===== config.mk =====
export PLATFORM = sky130hd
export DESIGN_NAME = multi_channel_edge_frequency_meter_top_flat
export DESIGN_NICKNAME = d
export VERILOG_FILES = /design/src/rtl/core/mcefm_pkg.sv /design/src/rtl/core/mcefm_if.sv /design/src/rtl/core/mcefm_divider.sv /design/src/rtl/core/multi_channel_edge_frequency_meter_top.sv /design/src/flat_wrapper.sv
export SDC_FILE = /design/constraint.sdc
export NUM_CORES = 1
export LEC_CHECK = 0
export BUFFER_PORTS_ARGS = -buffer_cell sky130_fd_sc_hd__buf_4
export CAP_MARGIN = 20
export CORE_AREA = 2 2 199 201
export CTS_CLUSTER_SIZE = 20
export DETAILED_ROUTE_END_ITERATION = 10
export DIE_AREA = 0 0 201 203
export MAX_ROUTING_LAYER = met4
export PLACE_DENSITY = 0.51
export SLEW_MARGIN = 20
export SYNTH_ARGS = -nofsm -noshare
export SYNTH_HDL_FRONTEND = slang
export SYNTH_HIERARCHICAL = 1
export SYNTH_SLANG_ARGS = --single-unit
export TNS_END_PERCENT = 5

===== constraint.sdc =====
create_clock -name i_clk -period 12.18 [get_ports i_clk]
set_input_delay 2.436 -clock i_clk [delete_from_list [all_inputs] [get_ports i_clk]]
set_output_delay 2.436 -clock i_clk [all_outputs]
set_load 0.02 [all_outputs]

===== src/rtl/core/mcefm_pkg.sv =====
// package for the multi-channel edge frequency meter
// field widths, derived constants and the divider control structs; no dependencies
`timescale 1ns / 1ps
`default_nettype none

package mcefm_pkg;

    localparam int NUM_CHANNELS = 4;
    localparam int COUNT_BITS   = 16;
    localparam int FRAC_BITS    = 8;

    // fixed field widths
    localparam int CHAN_W  = 2;
    localparam int EDGE_W  = 16;
    localparam int RATE_W  = 27;
    localparam int FREQ_W  = 35;

    localparam logic [RATE_W-1:0] RATE_RESET = RATE_W'(1000000);

    // divider sizing
    localparam int DIVIDEND_W = RATE_W + FRAC_BITS;
    localparam int STEP_W     = $clog2(DIVIDEND_W);

    typedef struct packed {
        logic                  start;
        logic [DIVIDEND_W-1:0] dividend;
        logic [COUNT_BITS-1:0] divisor;
    } t_div_req;

    typedef struct packed {
        logic                  busy;
        logic                  done;
        logic [DIVIDEND_W-1:0] quotient;
    } t_div_sts;

endpackage

`default_nettype wire


===== src/rtl/core/mcefm_if.sv =====
// valid/ready channel interfaces for edge items and frequency items
// depends on mcefm_pkg
`timescale 1ns / 1ps
`default_nettype none

interface mcefm_in_if;
    logic                        valid;
    logic                        ready;
    logic [mcefm_pkg::CHAN_W-1:0] channel;
    logic [mcefm_pkg::EDGE_W-1:0] edge_count;

    modport source (output valid, output channel, output edge_count, input ready);
    modport sink   (input valid, input channel, input edge_count, output ready);
endinterface

interface mcefm_out_if;
    logic                         valid;
    logic                         ready;
    logic [mcefm_pkg::CHAN_W-1:0] out_channel;
    logic [mcefm_pkg::FREQ_W-1:0] frequency_q8;
    logic                         no_interval;

    modport source (output valid, output out_channel, output frequency_q8,
                    output no_interval, input ready);
    modport sink   (input valid, input out_channel, input frequency_q8,
                    input no_interval, output ready);
endinterface

`default_nettype wire


===== src/rtl/core/mcefm_divider.sv =====
// restoring divider, one quotient bit per clock through one shared subtractor
// depends on mcefm_pkg
`timescale 1ns / 1ps
`default_nettype none

module mcefm_divider (
    input  wire                      i_clk,
    input  wire                      i_rst_n,
    input  wire mcefm_pkg::t_div_req i_req,
    output mcefm_pkg::t_div_sts      o_sts
);

    localparam int DW = mcefm_pkg::DIVIDEND_W;
    localparam int VW = mcefm_pkg::COUNT_BITS;

    logic                            r_busy, n_busy;
    logic                            r_done, n_done;
    logic [mcefm_pkg::STEP_W-1:0]    r_step, n_step;
    logic [VW-1:0]                   r_rem, n_rem;
    logic [VW-1:0]                   r_divisor, n_divisor;
    logic [DW-1:0]                   r_quo, n_quo;

    logic [VW:0]   w_trial;
    logic [VW+1:0] w_diff;
    logic          w_fits;

    // shift the next dividend bit into the partial remainder and try a subtract
    assign w_trial = {r_rem, r_quo[DW-1]};
    assign w_diff  = {1'b0, w_trial} - {2'b00, r_divisor};
    assign w_fits  = ~w_diff[VW+1];

    always_comb begin
        n_busy    = r_busy;
        n_done    = 1'b0;
        n_step    = r_step;
        n_rem     = r_rem;
        n_divisor = r_divisor;
        n_quo     = r_quo;
        if (i_req.start && !r_busy) begin
            n_busy    = 1'b1;
            n_step    = mcefm_pkg::STEP_W'(DW - 1);
            n_rem     = '0;
            n_divisor = i_req.divisor;
            n_quo     = i_req.dividend;
        end else if (r_busy) begin
            n_rem = w_fits ? w_diff[VW-1:0] : w_trial[VW-1:0];
            n_quo = {r_quo[DW-2:0], w_fits};
            n_step = r_step - 1'b1;
            if (r_step == '0) begin
                n_busy = 1'b0;
                n_done = 1'b1;
            end
        end
    end

    always_ff @(posedge i_clk) begin
        if (!i_rst_n) begin
            r_busy <= 1'b0;
            r_done <= 1'b0;
        end else begin
            r_busy <= n_busy;
            r_done <= n_done;
        end
        r_step    <= n_step;
        r_rem     <= n_rem;
        r_divisor <= n_divisor;
        r_quo     <= n_quo;
    end

    assign o_sts.busy     = r_busy;
    assign o_sts.done     = r_done;
    assign o_sts.quotient = r_quo;

    // done is a single pulse after the last step
    a_done_after_busy: assert property (@(posedge i_clk) disable iff (!i_rst_n)
        r_done |-> $past(r_busy))
        else $error("divider done without a preceding busy cycle");

endmodule

`default_nettype wire


===== src/rtl/core/multi_channel_edge_frequency_meter_top.sv =====
// top level of the multi-channel edge frequency meter: channel store, sequencer, output register
// depends on mcefm_pkg, mcefm_if and mcefm_divider
`timescale 1ns / 1ps
`default_nettype none

// Each accepted edge item carries a channel and the capture-counter value at that edge.
// The block forms the interval to the previous edge of that channel modulo 2^16 (so one
// counter wrap is absorbed), stores the new count and returns one item with
// floor((tick_rate_hz << 8) / interval) as an unsigned Q27.8 frequency in Hz. A zero
// interval returns frequency 0 with no_interval set. Previous counts reset to zero, so
// the first edge of a channel is measured against zero. One item is worked on at a time:
// an edge with a non-zero interval passes a load step, the restoring divider (35 quotient
// bits at one bit per clock), a step to pick up the quotient and a hand-off to the output
// register once it is free before the next edge can be taken, and a zero interval goes
// straight to the hand-off. The output register lets the next edge be accepted while a
// result still waits to be taken. tick_rate_hz is written through i_cfg_wr_en and
// resets to 1000000; write it only while the block is idle.

module multi_channel_edge_frequency_meter_top (
    input  wire                                i_clk,
    input  wire                                i_rst_n,
    input  wire                                i_cfg_wr_en,
    input  wire [mcefm_pkg::RATE_W-1:0]        i_cfg_wr_data,
    mcefm_in_if.sink                           i_in,
    mcefm_out_if.source                        o_out
);

    // sequencer states
    localparam logic [1:0] S_IDLE = 2'd0;
    localparam logic [1:0] S_DIV  = 2'd1;
    localparam logic [1:0] S_HOLD = 2'd2;

    localparam int CW = mcefm_pkg::COUNT_BITS;

    logic [1:0]                      r_state, n_state;
    logic [mcefm_pkg::RATE_W-1:0]    r_rate;
    logic [CW-1:0]                   r_prev [mcefm_pkg::NUM_CHANNELS];
    logic [mcefm_pkg::CHAN_W-1:0]    r_chan;
    logic                            r_none;

    // output register
    logic                            r_out_valid, n_out_valid;
    logic [mcefm_pkg::CHAN_W-1:0]    r_out_chan;
    logic [mcefm_pkg::FREQ_W-1:0]    r_out_freq;
    logic                            r_out_none;

    logic          w_in_fire;
    logic          w_chan_ok;
    logic [CW-1:0] w_now;
    logic [CW-1:0] w_interval;
    logic          w_out_free;
    logic          w_load_out;

    mcefm_pkg::t_div_req w_div_req;
    mcefm_pkg::t_div_sts w_div_sts;

    assign i_in.ready = (r_state == S_IDLE);
    assign w_in_fire  = i_in.valid && i_in.ready;

    // edges on channels beyond the channel count are taken and dropped
    assign w_chan_ok  = (32'(i_in.channel) < mcefm_pkg::NUM_CHANNELS);
    assign w_now      = i_in.edge_count[CW-1:0];
    // modular difference absorbs a single counter wrap
    assign w_interval = w_now - r_prev[i_in.channel];

    assign w_out_free = !r_out_valid || o_out.ready;
    assign w_load_out = (r_state == S_HOLD) && w_out_free;

    // divider launch, dividend is the tick rate scaled by the fraction bits
    assign w_div_req.start    = w_in_fire && w_chan_ok && (w_interval != '0);
    assign w_div_req.dividend = {r_rate, {mcefm_pkg::FRAC_BITS{1'b0}}};
    assign w_div_req.divisor  = w_interval;

    mcefm_divider u_divider (
        .i_clk   (i_clk),
        .i_rst_n (i_rst_n),
        .i_req   (w_div_req),
        .o_sts   (w_div_sts)
    );

    always_comb begin
        n_state = r_state;
        case (r_state)
            S_IDLE: begin
                if (w_in_fire && w_chan_ok) begin
                    n_state = (w_interval == '0) ? S_HOLD : S_DIV;
                end
            end
            S_DIV: begin
                if (w_div_sts.done) begin
                    n_state = S_HOLD;
                end
            end
            S_HOLD: begin
                if (w_out_free) begin
                    n_state = S_IDLE;
                end
            end
            default: begin
                n_state = S_IDLE;
            end
        endcase
    end

    always_comb begin
        n_out_valid = r_out_valid;
        if (o_out.ready) begin
            n_out_valid = 1'b0;
        end
        if (w_load_out) begin
            n_out_valid = 1'b1;
        end
    end

    always_ff @(posedge i_clk) begin
        if (!i_rst_n) begin
            r_state     <= S_IDLE;
            r_out_valid <= 1'b0;
            r_rate      <= mcefm_pkg::RATE_RESET;
            for (int i = 0; i < mcefm_pkg::NUM_CHANNELS; i++) begin
                r_prev[i] <= '0;
            end
        end else begin
            r_state     <= n_state;
            r_out_valid <= n_out_valid;
            if (i_cfg_wr_en) begin
                r_rate <= i_cfg_wr_data;
            end
            if (w_in_fire && w_chan_ok) begin
                r_prev[i_in.channel] <= w_now;
            end
        end
        // item context held while the divider runs
        if (w_in_fire) begin
            r_chan <= i_in.channel;
            r_none <= (w_interval == '0);
        end
        if (w_load_out) begin
            r_out_chan <= r_chan;
            r_out_none <= r_none;
            r_out_freq <= r_none ? '0 : mcefm_pkg::FREQ_W'(w_div_sts.quotient);
        end
    end

    assign o_out.valid        = r_out_valid;
    assign o_out.out_channel  = r_out_chan;
    assign o_out.frequency_q8 = r_out_freq;
    assign o_out.no_interval  = r_out_none;

    // a zero interval never carries a frequency
    a_none_zero_freq: assert property (@(posedge i_clk) disable iff (!i_rst_n)
        o_out.valid && o_out.no_interval |-> o_out.frequency_q8 == '0)
        else $error("no_interval item with non-zero frequency");

    // the divider is only launched from idle and only finishes while awaited
    a_start_idle: assert property (@(posedge i_clk) disable iff (!i_rst_n)
        w_div_req.start |-> r_state == S_IDLE && !w_div_sts.busy)
        else $error("divider launched while not idle");

    a_done_in_div: assert property (@(posedge i_clk) disable iff (!i_rst_n)
        w_div_sts.done |-> r_state == S_DIV)
        else $error("divider finished outside the divide state");

    // a valid edge always leaves idle on the next cycle
    a_accept_leaves_idle: assert property (@(posedge i_clk) disable iff (!i_rst_n)
        w_in_fire && w_chan_ok |=> r_state != S_IDLE)
        else $error("accepted edge did not start work");

endmodule

`default_nettype wire

===== src/flat_wrapper.sv =====
// flat-port wrapper written by rule: the top's interface ports become plain ports
module multi_channel_edge_frequency_meter_top_flat 
  (i_clk, i_rst_n, i_cfg_wr_en, i_cfg_wr_data, i_in_valid, i_in_channel, i_in_edge_count, i_in_ready, o_out_valid, o_out_out_channel, o_out_frequency_q8, o_out_no_interval, o_out_ready);
  mcefm_in_if i_in_i ();
  mcefm_out_if o_out_i ();
  input  wire i_clk;
  input  wire i_rst_n;
  input  wire i_cfg_wr_en;
  input  wire [mcefm_pkg::RATE_W-1:0] i_cfg_wr_data;
  input wire logic [$bits(i_in_i.valid)-1:0] i_in_valid;
  input wire logic [$bits(i_in_i.channel)-1:0] i_in_channel;
  input wire logic [$bits(i_in_i.edge_count)-1:0] i_in_edge_count;
  output wire logic [$bits(i_in_i.ready)-1:0] i_in_ready;
  output wire logic [$bits(o_out_i.valid)-1:0] o_out_valid;
  output wire logic [$bits(o_out_i.out_channel)-1:0] o_out_out_channel;
  output wire logic [$bits(o_out_i.frequency_q8)-1:0] o_out_frequency_q8;
  output wire logic [$bits(o_out_i.no_interval)-1:0] o_out_no_interval;
  input wire logic [$bits(o_out_i.ready)-1:0] o_out_ready;
  assign i_in_i.valid = i_in_valid;
  assign i_in_i.channel = i_in_channel;
  assign i_in_i.edge_count = i_in_edge_count;
  assign i_in_ready = i_in_i.ready;
  assign o_out_valid = o_out_i.valid;
  assign o_out_out_channel = o_out_i.out_channel;
  assign o_out_frequency_q8 = o_out_i.frequency_q8;
  assign o_out_no_interval = o_out_i.no_interval;
  assign o_out_i.ready = o_out_ready;
  multi_channel_edge_frequency_meter_top u_core (.i_clk(i_clk), .i_rst_n(i_rst_n), .i_cfg_wr_en(i_cfg_wr_en), .i_cfg_wr_data(i_cfg_wr_data), .i_in(i_in_i), .o_out(o_out_i));
endmodule

==> impl_metrics.yaml <==
floorplanning:
  io_pins: 90
  die_y_um: 203
  die_w_um: 201
  dieArea_sq_mm: 0.0408
  initial_core_util_pct: 26.8
  coreArea_sq_mm: 0.0385
  rows: 72
placement:
  portBuffers: 89
  place_congestion: 0.771
  dp_cells: 1427
  dp_slack_ns: 5.25
  dp_hpwl_mm: 15.4
  dpl-instance-area_sq_mm: 0.0116
global_route:
  top_usage_layer: "met2"
  global_route.usage.met2_pct: 18.6
  grt_usage_pct: 11.5
  overflow: 0
  grt_pass1_vias: 6646
  grt_max_degree: 54
  grt_pass1_wl_mm: 36.8
  use_met1_pct: 15.1
  antenna_found_initial: 0
  met3_usage_pct: 1.56
route:
  ant_nets: 0
  drtIter0Drc: 241
  drt-vias-per-instance: 4.48
  drc: 0
  post_drt_wl_per_cell_um: 15.6
  wl_mm: 22.9
  drt_first_pass_iters: 4
  num_vias: 6583
sta:
  final_max_slew_viol_count: 0
  fin_crit_sh_pct: 52.1
  hold_viol: 0
  relSlewSlack_pct: 34.2
  skew_ns: 0.0132
  setup_viol_count_final: 0
  period_needed_ns: 6.35
  tightest_slew_ns: 0.987
  holdWs_ns: 0.419
  tns_ns: 0
  fmax_ghz: 0.157
  timing.final.ws_setup_ns: 5.83
  rsz0062_at_grt: "false"
cells_and_area:
  finish.instance_area_sq_mm: 0.0124
  area_growth_pct: 20.5
  antenna_cells: 0
  stdcell_count: 1471
  nNetsFinal: 1022
  drive_gt1_share_pct: 21.2
clock_network:
  path_clk_slew_ns: 0.06
  cts-root-buf: "clkbuf_16"
  cts_inserted_buffers: 25
  cts_sinks: 210
  hold_buffers: 0
  cts_tree: "yes"
  htreeDepth: 1
  ctsResizeCount: 0
  clk_latency_ns: 0.52
  clockBufferDepth: 3
  post-cts-setup-buffers: 0
setup_path:
  worstSetupPathType: "in -> reg"
  start_kind: "input pin"
  worst-path-max-fanout: 53
  worstPathArrival_ns: 6.61
  cp_top_family: "simple AND/OR/NAND/NOR gates"
  path_cells: "buf_4 -> mux4_2 -> inv_1 -> ha_1 -> a21o_1 -> o21ai_2 -> a21oi_1 -> or4_1 -> a2111o_1 -> nor4_4 -> nor2_1 -> nor2b_4 -> buf_4 -> mux2_2"
  cp.required_ns: 12.44
  r2r_slack_ns: 7.82
  cp_common_cell: "buf_4"
  cpMaxStageDelayCell: "mux4_2"
  critPathCaptureType: "flip-flop"
  cp_slowest_stage_delay_ns: 0.55
  worst-path-buf-inv: 3
power_and_ir_drop:
  p_int_uw: 1530
  seq_power_share_pct: 42.6
  ir_worst_vdd_uv: 91.6
  p_per_area_mw_per_mm2: 172
  swShare_pct: 28.4
  power.share.clock_pct: 34.5
  p_sw_uw: 607
  p_comb_share_pct: 23.0
  leakage_uw: 0.00486
logic_synthesis:
  syn-cell-area_sq_mm: 0.0103
  syn-mean-instance-area_sq_um: 12.3
  synthCells: 837
  yosysWarnings: 6
min_path:
  worst_hold_path_type: "reg -> reg"
run:
  drv_cap: 0
run_status:
  status: "finished, final reports clean"
[cells in the final DEF (no fill, tap or decap), types with 4 or more instances in the layout]
cell and instances:
o21ai_0 18, inv_1 47, ha_1 34, edfxtp_1 156, nor2_1 21, a21o_1 12, nand3_1 9, mux2_2 36
o211ai_1 16, a211oi_1 7, nand2b_1 15, nor2b_1 59, nor3b_1 5, conb_1 8, dfxtp_1 54, mux4_2 16
mux2i_1 28, a31o_1 5, xnor2_1 13, buf_4 100, xor2_1 9, clkbuf_1 6, nand2_1 53, a21oi_1 26
nor3_1 12, and3_1 22, or3_1 4, clkbuf_16 25, o31ai_1 10, and2_1 54
[final cells by class]
class | count | area (sq um)
clock buffers | 33 | 676
clock inverters | 11 | 133
fillers | 3910 | 26100
inverters | 47 | 176
multi-input cells | 551 | 4230
flip-flops and latches | 210 | 5770
well taps | 518 | 648
repair buffers | 101 | 778
[power by group through the flow]
stage | combinational [uW] | clock, uW | sequential (uW)
floorplan | 391 | 0 | 908
global placement | 486 | 0 | 925
detailed placement | 489 | 0 | 924
CTS | 493 | 761 | 910
global route | 550 | 788 | 919
finish | 490 | 736 | 909
[final timing paths]
kind,endpoint,start,depth (start not counted)
max,u_core/u_divider/r_quo[13],i_in_channel[0],14
min,u_core/o_out.out_channel[1],u_core/r_chan[1],0
max reg2reg,u_core/u_divider/r_quo[13],u_core/r_prev[3][9],13
min reg2reg,u_core/o_out.out_channel[1],u_core/r_chan[1],0
[layer usage]
metal	vias up	wire length [um]
li1	3250	-
met1	3189	10700
met2	108	10800
met3	36	805
met4	0	582
met5	-	0
[worst reg2reg max path: stages, from the launching register on]
cell and delay, ns:
edfxtp_1 0.36, mux4_2 0.46, inv_1 0.06, ha_1 0.26, a21o_1 0.23, o21ai_2 0.19
a21oi_1 0.09, or4_1 0.51, a2111o_1 0.46, nor4_4 0.37, nor2_1 0.18, nor2b_4 0.16
buf_4 0.35, mux2_2 0.41
[state kept, by name, summed over array words and instances (netlist names)]
register                    cells
u_core/r_rate                  27
u_core/u_divider/r_divisor     16
u_core/r_none                   1
u_core/r_chan                   2
u_core/u_divider/r_rem         16
u_core/u_divider/r_quo         35
u_core/r_prev                  64
u_core/u_divider/r_done         1
u_core/r_state                  2
u_core/u_divider/r_step         6
u_core/o_out.out_channel        2
u_core/o_out.valid              1
u_core/o_out.no_interval        1
u_core/u_divider/r_busy         1
u_core/o_out.frequency_q8      35
[through the flow]
stage | util, % | power (uW)
CTS | 32.3 | 2160
finish | 32.3 | 2140
global placement | 30.1 | 1410
floorplan | - | 1300
global route | 32.3 | 2260
detailed placement | 30.2 | 1410
No activity file was read; power rests on OpenSTA's default activity.
